$ cat src/hdl/qmmd_pkg.sv
// Package for the quad motor mixer with desaturation.
// Holds field widths, register reset values, CSR register indexes and the
// constants of the divide-by-100 reciprocal. No dependencies.
`timescale 1ns / 1ps

package qmmd_pkg;

   // Field widths
   localparam int PWM_W  = 16;
   localparam int THR_W  = 7;
   localparam int TILT_W = 16;

   // Motor lanes
   localparam int LANES     = 4;
   localparam int MOT_X_POS = 0;
   localparam int MOT_X_NEG = 1;
   localparam int MOT_Y_POS = 2;
   localparam int MOT_Y_NEG = 3;

   // throttle (7b unsigned) times span (17b signed)
   localparam int PROD_W = 24;
   // signed mix arithmetic: motors, headroom, shift, all well inside +/-2^19
   localparam int MIX_W  = 20;

   // Floor divide by 100: bias the signed product positive, then
   // floor(n/100) = floor(floor(n/4)/25), done by reciprocal multiply.
   localparam int DIV_BIAS_Q  = 131072;              // 2^17, removed after the divide
   localparam int DIV_BIAS    = 100 * DIV_BIAS_Q;
   localparam int DIVN_W      = 25;                  // biased numerator width
   localparam int QTR_W       = DIVN_W - 2;          // numerator after the divide by 4
   localparam int RECIP_SHIFT = 28;
   localparam int RECIP_W     = 24;
   localparam logic [RECIP_W-1:0] RECIP_M = RECIP_W'((64'd1 << RECIP_SHIFT) / 25 + 1);
   localparam int RPROD_W     = QTR_W + RECIP_W;
   localparam int QUO_W       = 18;

   // CSR port
   localparam int CSR_AW = 4;
   localparam int CSR_DW = 32;

   typedef enum logic [1:0] {
      CSR_PWM_MAX  = 2'd0,
      CSR_PWM_MIN  = 2'd1,
      CSR_PWM_IDLE = 2'd2
   } csr_index_type;

   localparam logic [PWM_W-1:0] PWM_MAX_RST  = 16'd2000;
   localparam logic [PWM_W-1:0] PWM_MIN_RST  = 16'd1100;
   localparam logic [PWM_W-1:0] PWM_IDLE_RST = 16'd1000;

   typedef logic signed [MIX_W-1:0] mix_type;

endpackage

$ cat src/hdl/quad_motor_mixer_desaturate_top.sv
// Quad motor mixer with desaturation: four-stage pipeline, CSR block and checks.
// Depends on qmmd_pkg.
`timescale 1ns / 1ps

// Each accepted beat updates either the throttle percentage (kind 0) or the
// x/y tilt pair (kind 1) and yields one beat of four motor commands. A new
// beat is taken every cycle unless req_stall is high. The four register
// stages are the throttle product, the divide by 100 (reciprocal multiply),
// the mix with headroom search, and the common shift with clamp. A stall on
// the result side backs up through the stages, and empty stages close up,
// so stall on the request side rises only when all four stages hold data.
// The three PWM registers sit at byte addresses 0 (max), 4 (min) and
// 8 (idle) and are to be written only while no beat is in flight.
module quad_motor_mixer_desaturate_top (
   input  logic                                clock,
   input  logic                                reset,
   // request channel
   input  logic                                req_valid,
   output logic                                req_stall,
   input  logic                                req_kind,
   input  logic [qmmd_pkg::THR_W-1:0]          req_throttle_percent,
   input  logic signed [qmmd_pkg::TILT_W-1:0]  req_tilt_x,
   input  logic signed [qmmd_pkg::TILT_W-1:0]  req_tilt_y,
   // response channel
   output logic                                rsp_valid,
   input  logic                                rsp_stall,
   output logic [qmmd_pkg::PWM_W-1:0]          rsp_motor_x_pos,
   output logic [qmmd_pkg::PWM_W-1:0]          rsp_motor_x_neg,
   output logic [qmmd_pkg::PWM_W-1:0]          rsp_motor_y_pos,
   output logic [qmmd_pkg::PWM_W-1:0]          rsp_motor_y_neg,
   // CSR port
   input  logic                                psel,
   input  logic                                penable,
   input  logic                                pwrite,
   input  logic [qmmd_pkg::CSR_AW-1:0]         paddr,
   input  logic [qmmd_pkg::CSR_DW-1:0]         pwdata,
   output logic [qmmd_pkg::CSR_DW-1:0]         prdata,
   output logic                                pready
);
   import qmmd_pkg::*;

   // ---------------------------------------------------------------- CSRs
   logic [PWM_W-1:0] pwm_max_ff, pwm_min_ff, pwm_idle_ff;
   logic             csr_write;
   csr_index_type    csr_sel;

   assign pready    = 1'b1;
   assign csr_write = psel && penable && pwrite;
   assign csr_sel   = csr_index_type'(paddr[CSR_AW-1:2]);

   // Write the addressed register; unknown addresses are dropped
   always_ff @(posedge clock) begin
      if (reset) begin
         pwm_max_ff  <= PWM_MAX_RST;
         pwm_min_ff  <= PWM_MIN_RST;
         pwm_idle_ff <= PWM_IDLE_RST;
      end else if (csr_write) begin
         case (csr_sel)
            CSR_PWM_MAX:  pwm_max_ff  <= pwdata[PWM_W-1:0];
            CSR_PWM_MIN:  pwm_min_ff  <= pwdata[PWM_W-1:0];
            CSR_PWM_IDLE: pwm_idle_ff <= pwdata[PWM_W-1:0];
            default: ;
         endcase
      end
   end

   // Read back
   always_comb begin
      case (csr_sel)
         CSR_PWM_MAX:  prdata = CSR_DW'(pwm_max_ff);
         CSR_PWM_MIN:  prdata = CSR_DW'(pwm_min_ff);
         CSR_PWM_IDLE: prdata = CSR_DW'(pwm_idle_ff);
         default:      prdata = '0;
      endcase
   end

   // Config values as signed mix operands
   mix_type hi_s, lo_lim_s, idle_s;
   assign hi_s     = mix_type'({1'b0, pwm_max_ff});
   assign lo_lim_s = mix_type'({1'b0, pwm_min_ff});
   assign idle_s   = mix_type'({1'b0, pwm_idle_ff});

   // ------------------------------------------------------- flow control
   logic s1_valid_ff, s2_valid_ff, s3_valid_ff, rsp_valid_ff;
   logic ready1, ready2, ready3, ready4;
   logic accept;

   assign ready4    = !rsp_valid_ff || !rsp_stall;
   assign ready3    = !s3_valid_ff || ready4;
   assign ready2    = !s2_valid_ff || ready3;
   assign ready1    = !s1_valid_ff || ready2;
   assign req_stall = !ready1;
   assign accept    = req_valid && ready1;

   // ------------------------------------ stage 1: state update, product
   logic [THR_W-1:0]         throttle_ff, throttle_in;
   logic signed [TILT_W-1:0] tilt_x_ff, tilt_x_in, tilt_y_ff, tilt_y_in;
   logic signed [PWM_W:0]    span;
   logic signed [PROD_W-1:0] prod_in, s1_prod_ff;
   logic                     s1_idle_ff;
   logic signed [TILT_W-1:0] s1_tilt_x_ff, s1_tilt_y_ff;

   assign throttle_in = req_kind ? throttle_ff : req_throttle_percent;
   assign tilt_x_in   = req_kind ? req_tilt_x : tilt_x_ff;
   assign tilt_y_in   = req_kind ? req_tilt_y : tilt_y_ff;
   assign span        = $signed({1'b0, pwm_max_ff}) - $signed({1'b0, pwm_idle_ff});
   assign prod_in     = PROD_W'($signed({1'b0, throttle_in})) * PROD_W'(span);

   // Hold the mixer state across beats
   always_ff @(posedge clock) begin
      if (reset) begin
         throttle_ff <= '0;
         tilt_x_ff   <= '0;
         tilt_y_ff   <= '0;
      end else if (accept) begin
         throttle_ff <= throttle_in;
         tilt_x_ff   <= tilt_x_in;
         tilt_y_ff   <= tilt_y_in;
      end
   end

   always_ff @(posedge clock) begin
      if (reset) begin
         s1_valid_ff <= 1'b0;
      end else if (ready1) begin
         s1_valid_ff <= req_valid;
      end
   end

   always_ff @(posedge clock) begin
      if (ready1) begin
         s1_prod_ff   <= prod_in;
         s1_idle_ff   <= (throttle_in == '0);
         s1_tilt_x_ff <= tilt_x_in;
         s1_tilt_y_ff <= tilt_y_in;
      end
   end

   // ------------------------------------- stage 2: floor divide, base
   logic [DIVN_W-1:0]        div_num;
   logic [QTR_W-1:0]         div_qtr;
   logic [RPROD_W-1:0]       recip_prod;
   logic [QUO_W-1:0]         quotient;
   mix_type                  base_in, s2_base_ff;
   logic                     s2_idle_ff;
   logic signed [TILT_W-1:0] s2_tilt_x_ff, s2_tilt_y_ff;

   // Bias positive so the truncating reciprocal gives the floor
   assign div_num    = DIVN_W'(DIVN_W'(s1_prod_ff) + DIVN_W'(DIV_BIAS));
   assign div_qtr    = div_num[DIVN_W-1:2];
   assign recip_prod = RPROD_W'(div_qtr) * RPROD_W'(RECIP_M);
   assign quotient   = recip_prod[RECIP_SHIFT +: QUO_W];
   assign base_in    = idle_s + mix_type'(quotient) - mix_type'(DIV_BIAS_Q);

   always_ff @(posedge clock) begin
      if (reset) begin
         s2_valid_ff <= 1'b0;
      end else if (ready2) begin
         s2_valid_ff <= s1_valid_ff;
      end
   end

   always_ff @(posedge clock) begin
      if (ready2) begin
         s2_base_ff   <= base_in;
         s2_idle_ff   <= s1_idle_ff;
         s2_tilt_x_ff <= s1_tilt_x_ff;
         s2_tilt_y_ff <= s1_tilt_y_ff;
      end
   end

   // ------------------------------------- stage 3: mix and headroom
   mix_type mot_in [LANES];
   mix_type s3_mot_ff [LANES];
   mix_type up_in, lo_in, s3_up_ff, s3_lo_ff;
   logic    s3_idle_ff;

   always_comb begin
      mot_in[MOT_X_POS] = s2_base_ff + mix_type'(s2_tilt_x_ff);
      mot_in[MOT_X_NEG] = s2_base_ff - mix_type'(s2_tilt_x_ff);
      mot_in[MOT_Y_POS] = s2_base_ff + mix_type'(s2_tilt_y_ff);
      mot_in[MOT_Y_NEG] = s2_base_ff - mix_type'(s2_tilt_y_ff);
   end

   // Smallest room above and below across the four motors
   always_comb begin
      up_in = hi_s - lo_lim_s;
      lo_in = hi_s - lo_lim_s;
      for (int i = 0; i < LANES; i++) begin
         if (hi_s - mot_in[i] < up_in) begin
            up_in = hi_s - mot_in[i];
         end
         if (mot_in[i] - lo_lim_s < lo_in) begin
            lo_in = mot_in[i] - lo_lim_s;
         end
      end
   end

   always_ff @(posedge clock) begin
      if (reset) begin
         s3_valid_ff <= 1'b0;
      end else if (ready3) begin
         s3_valid_ff <= s2_valid_ff;
      end
   end

   always_ff @(posedge clock) begin
      if (ready3) begin
         s3_mot_ff  <= mot_in;
         s3_up_ff   <= up_in;
         s3_lo_ff   <= lo_in;
         s3_idle_ff <= s2_idle_ff;
      end
   end

   // ------------------------------------ stage 4: shift and clamp
   mix_type          diff, half, shift;
   mix_type          lane_v [LANES];
   logic [PWM_W-1:0] mot_out_in [LANES];
   logic [PWM_W-1:0] rsp_mot_ff [LANES];
   logic             out_idle_ff;

   // Half the imbalance, truncated toward zero
   assign diff = s3_up_ff - s3_lo_ff;
   assign half = (diff + mix_type'(diff[MIX_W-1])) >>> 1;

   // Recentre only when a motor leaves the window, bounded by the deficit
   always_comb begin
      shift = half;
      if (s3_up_ff < 0 && shift < s3_up_ff) begin
         shift = s3_up_ff;
      end
      if (s3_lo_ff < 0 && shift > -s3_lo_ff) begin
         shift = -s3_lo_ff;
      end
      if (!(s3_up_ff < 0 || s3_lo_ff < 0)) begin
         shift = '0;
      end
   end

   // Apply lower bound then upper bound; idle output at zero throttle
   always_comb begin
      for (int i = 0; i < LANES; i++) begin
         lane_v[i] = s3_mot_ff[i] + shift;
         if (lane_v[i] < lo_lim_s) begin
            lane_v[i] = lo_lim_s;
         end
         if (lane_v[i] > hi_s) begin
            lane_v[i] = hi_s;
         end
         mot_out_in[i] = s3_idle_ff ? pwm_idle_ff : lane_v[i][PWM_W-1:0];
      end
   end

   always_ff @(posedge clock) begin
      if (reset) begin
         rsp_valid_ff <= 1'b0;
      end else if (ready4) begin
         rsp_valid_ff <= s3_valid_ff;
      end
   end

   always_ff @(posedge clock) begin
      if (ready4) begin
         rsp_mot_ff  <= mot_out_in;
         out_idle_ff <= s3_idle_ff;
      end
   end

   assign rsp_valid       = rsp_valid_ff;
   assign rsp_motor_x_pos = rsp_mot_ff[MOT_X_POS];
   assign rsp_motor_x_neg = rsp_mot_ff[MOT_X_NEG];
   assign rsp_motor_y_pos = rsp_mot_ff[MOT_Y_POS];
   assign rsp_motor_y_neg = rsp_mot_ff[MOT_Y_NEG];

   // ------------------------------------------------------- assertions
   a_accept_fills_s1: assert property (@(posedge clock) disable iff (reset)
      (req_valid && !req_stall) |=> s1_valid_ff)
      else $error("accepted beat did not enter stage 1");

   a_throttle_stored: assert property (@(posedge clock) disable iff (reset)
      (req_valid && !req_stall && !req_kind) |=> (throttle_ff == $past(req_throttle_percent)))
      else $error("throttle state not updated by throttle beat");

   a_s3_holds: assert property (@(posedge clock) disable iff (reset)
      (s3_valid_ff && !ready4) |=> s3_valid_ff)
      else $error("stage 3 beat dropped under stall");

   a_clamp_max: assert property (@(posedge clock) disable iff (reset)
      (rsp_valid_ff && !out_idle_ff) |->
         (rsp_mot_ff[MOT_X_POS] <= pwm_max_ff && rsp_mot_ff[MOT_X_NEG] <= pwm_max_ff &&
          rsp_mot_ff[MOT_Y_POS] <= pwm_max_ff && rsp_mot_ff[MOT_Y_NEG] <= pwm_max_ff))
      else $error("motor command above pwm_max");

endmodule

$ cat config.mk
export PLATFORM = sky130hd
export DESIGN_NAME = quad_motor_mixer_desaturate_top
export DESIGN_NICKNAME = d
export VERILOG_FILES = /design/src/hdl/qmmd_pkg.sv /design/src/hdl/quad_motor_mixer_desaturate_top.sv
export SDC_FILE = /design/constraint.sdc
export NUM_CORES = 2
export LEC_CHECK = 0
export ABC_AREA = 0
export BUFFER_PORTS_ARGS = -buffer_cell sky130_fd_sc_hd__buf_2
export CAP_MARGIN = 10
export CORE_MARGIN = 2
export CORE_UTILIZATION = 33
export CTS_CLUSTER_DIAMETER = 100
export DETAILED_ROUTE_END_ITERATION = 7
export GPL_TIMING_DRIVEN = 0
export PLACE_DENSITY = 0.54
export SLEW_MARGIN = 15
export SYNTH_ARGS = -nofsm -noshare
export SYNTH_HDL_FRONTEND = slang
export SYNTH_SLANG_ARGS = --single-unit
$ cat constraint.sdc
create_clock -name clock -period 18.7 [get_ports clock]
set_clock_uncertainty 0.2 [all_clocks]
set_input_delay 0.935 -clock clock [delete_from_list [all_inputs] [get_ports clock]]
set_output_delay 0.935 -clock clock [all_outputs]
set_load 0.02 [all_outputs]
==> key figures <==
STA
  – Final setup vio count: 0
  – Fin. max-slew vios: 0
  – Post-layout min period: 17.99 ns
  – Final Hold Fails: 0
  – Slew headroom: 0.0955
  – Worst-Margin Slew: 1.35 ns
  – Final Cycle Share: 0.962
  – Peak Freq: 55.6 MHz

Logic synthesis
  – Most common flop cell mapped by yosys: edfxtp_1
  – Post-synthesis sequential area ratio: 0.197
  – Yosys cell types: 95
  – Number of synthesized flops with an enable pin: 291
  – Fraction of registers with async set/reset: 0
  – Seq cells post-synth: 382
  – Top cell type by total area after synthesis: ha_1
  – Mapped cell area: 53,600 µm²
  – Yosys Warn Count: 0
  – Mean Syn Cell Area: 8.84 µm²
  – Synth top area share: 0.223
  – Top cells by area, synth: ha_1 22%, edfxtp_1 16%, fa_1 11%, inv_1 6.5%, xnor2_1 4.5%
  – Post-synth top cells: 956 x ha_1, 936 x inv_1, 466 x nor2_1, 427 x a21oi_1, 365 x nand2_1
  – Synth Instances: 6,067
  – Count leader, synth: ha_1

Clock network
  – Hold buffer count at cts: 0
  – Worst-case clock buffer depth: 3
  – CTS tree: built
  – Worst-path clk slew: 0.07 ns
  – H-Tree Depth: 2
  – Clock Latency Late Sink: 0.65 ns
  – CTS buffer count: 46
  – Root buf cell: clkbuf_16
  – TritonCTS Sinks: 382

Floorplan
  – DIE HEIGHT: 407 µm
  – Die Span X: 407 µm
  – Die area: 166,000 µm²
  – Starting Density: 0.333
  – IO Count: 182
  – Core Box Area: 161,000 µm²
  – FP Rows: 147

Layout
  – Fill cells: 16,600
  – Final instance area: 60,000 µm²
  – Area Growth Syn to Fin: 11.8%
  – Final nets: 7,670
  – Sequential cell area: 10,600 µm²
  – Area of the multi-input gates: 39,700 µm²
  – Layout cells sized above 1: 0.0894

GRT
  – Largest net degree at the start of global routing: 65
  – Total grt overflow: 0
  – M1 GR Usage: 0.314
  – First-pass GRT wire length: 284,000 µm
  – Number of global-route vias before repair: 44,000
  – Total global-route track usage: 0.231
  – Gr busiest metal: met2
  – Met3 Use GR: 0.0301
  – Initial antenna violation count: 19
  – Met2 Usage GRT: 0.379

Setup path
  – CP Launch Type: flip-flop
  – Setup CP Type: flip-flop to flip-flop
  – WP data arrival: 18.16 ns
  – Crit. End Element: flip-flop
  – Largest stage delay, worst path: 0.48 ns
  – Worst path bufs/invs: 12
  – Slowest CP cell: or3b_2
  – FF-to-FF setup slack: 0.71 ns
  – Critical path required time: 18.87 ns
  – Critical Path Fanout Max: 17
  – Crit-path leading delay family: compound AO/OA/AOI/OAI gates

Placed design
  – Detail Placement HPWL: 168,000 µm
  – Number of port buffers: 145
  – Placed cell area: 57,400 µm²
  – Final GP Congestion: 0.994

Min path
  – Worst Hold Class: flip-flop to flip-flop

Outcome
  – Status: complete, no violations

Drt
  – DR WL/cell: 23.1 µm
  – Drt first pass iters: 6
  – Routed wire length: 197,000 µm
  – DR vias: 45,000
  – DRT iter0 DRCs: 3,825
  – DR DRC count: 0
  – Via density: 5.27
  – Antenna-violating nets left: 0

Job
  – Max Cap Viol: 0
==> per-layer routing <==
| metal | vias to the layer above | part of all wire |
|---|---|---|
| met4 | 10 | 0.033 |
| met2 | 1344 | 0.45 |
| met3 | 216 | 0.069 |
| met5 | - | 0.00031 |
| met1 | 22000 | 0.44 |
| li1 | 21400 | - |
==> cells by family after synthesis <==
group	Yosys count	share of synthesized area
and+or+nand+nor	1349	0.118
buffers and inverters	1072	0.0770
DFF	382	0.197
adders and majority gates	1263	0.337
other	2	0.000140
muxes	249	0.0485
AOI/OAI and AO/OA	1384	0.163
xor gates and xnor gates	366	0.0598
==> per-stage QoR <==
step	utilization	TNS, ns	hold slack (ns)	setup WS (ns)	std cells
after floorplan	-	0	0.200	0.295	6082
after global placement	0.355	-281.42	0.201	-5.11	8387
after detailed placement	0.356	-217.99	0.205	-4.12	8398
after CTS	0.369	0	0.220	0.0125	8493
after global routing	0.373	-1.97	0.227	-0.141	8525
final	0.373	0	0.216	0.706	8527
==> layout make-up <==
cell class	count	share of cell area
Multi-Input combinational cell	4628	0.662
Sequential cell	382	0.176
Inverter	937	0.0587
Tap cell	2160	0.0451
Clock buffer	53	0.0203
Timing Repair Buffer	199	0.0200
Buffer	134	0.0121
Clock inverter	31	0.00565
Antenna cell	3	0.000125
==> cell usage in the layout, fill, tap and decap left out, types with 26 or more instances in the layout <==
master and n:
inv_1 934, nor3_1 66, a21oi_1 412, a21o_1 177, o21bai_1 71, xor2_1 86
a21boi_0 67, mux2i_1 160, xnor2_1 269, mux2_2 86, nand2b_1 122, ha_1 952
clkbuf_16 47, o211ai_1 37, fa_1 303, buf_4 71, edfxtp_1 291, nand3_1 48
nand4_1 61, nor2_1 459, dfxtp_1 87, nor2b_1 80, a211oi_1 31, a31oi_1 26
o21ai_0 312, o21a_1 39, nand2_1 362, clkbuf_1 81, buf_2 156
==> worst paths after layout <==
path                                                 start                            end  cells past startpoint
worst max-delay path                 s3_lo_ff[6]$_DFFE_PP_  rsp_motor_y_neg[13]$_DFFE_PP_                     90
worst min-delay path            s1_tilt_x_ff[12]$_DFFE_PN_     s2_tilt_x_ff[12]$_DFFE_PP_                      0
worst max register to register       s3_lo_ff[6]$_DFFE_PP_  rsp_motor_y_neg[13]$_DFFE_PP_                     90
worst min register to register  s1_tilt_x_ff[12]$_DFFE_PN_     s2_tilt_x_ff[12]$_DFFE_PP_                      0
==> flip-flops by register name, summed over array words and instances, names as in the netlist, 20 cells and up <==
| register | cells |
|---|---|
| s3_up_ff | 20 |
| s3_lo_ff | 20 |
| s2_base_ff | 20 |
| s1_prod_ff | 22 |
| s3_mot_ff | 78 |
==> repair_timing <==
item                       in CTS  in global routing
gates resized for setup        86                 93
pin swaps                       6                 26
setup endpoints to repair      64                 85
buffers inserted               12                 31
gates cloned                    0                  0
Power is left out: the tool's default activity adds up to more than one toggle a clock period on the data nets, which glitch-free logic cannot reach.
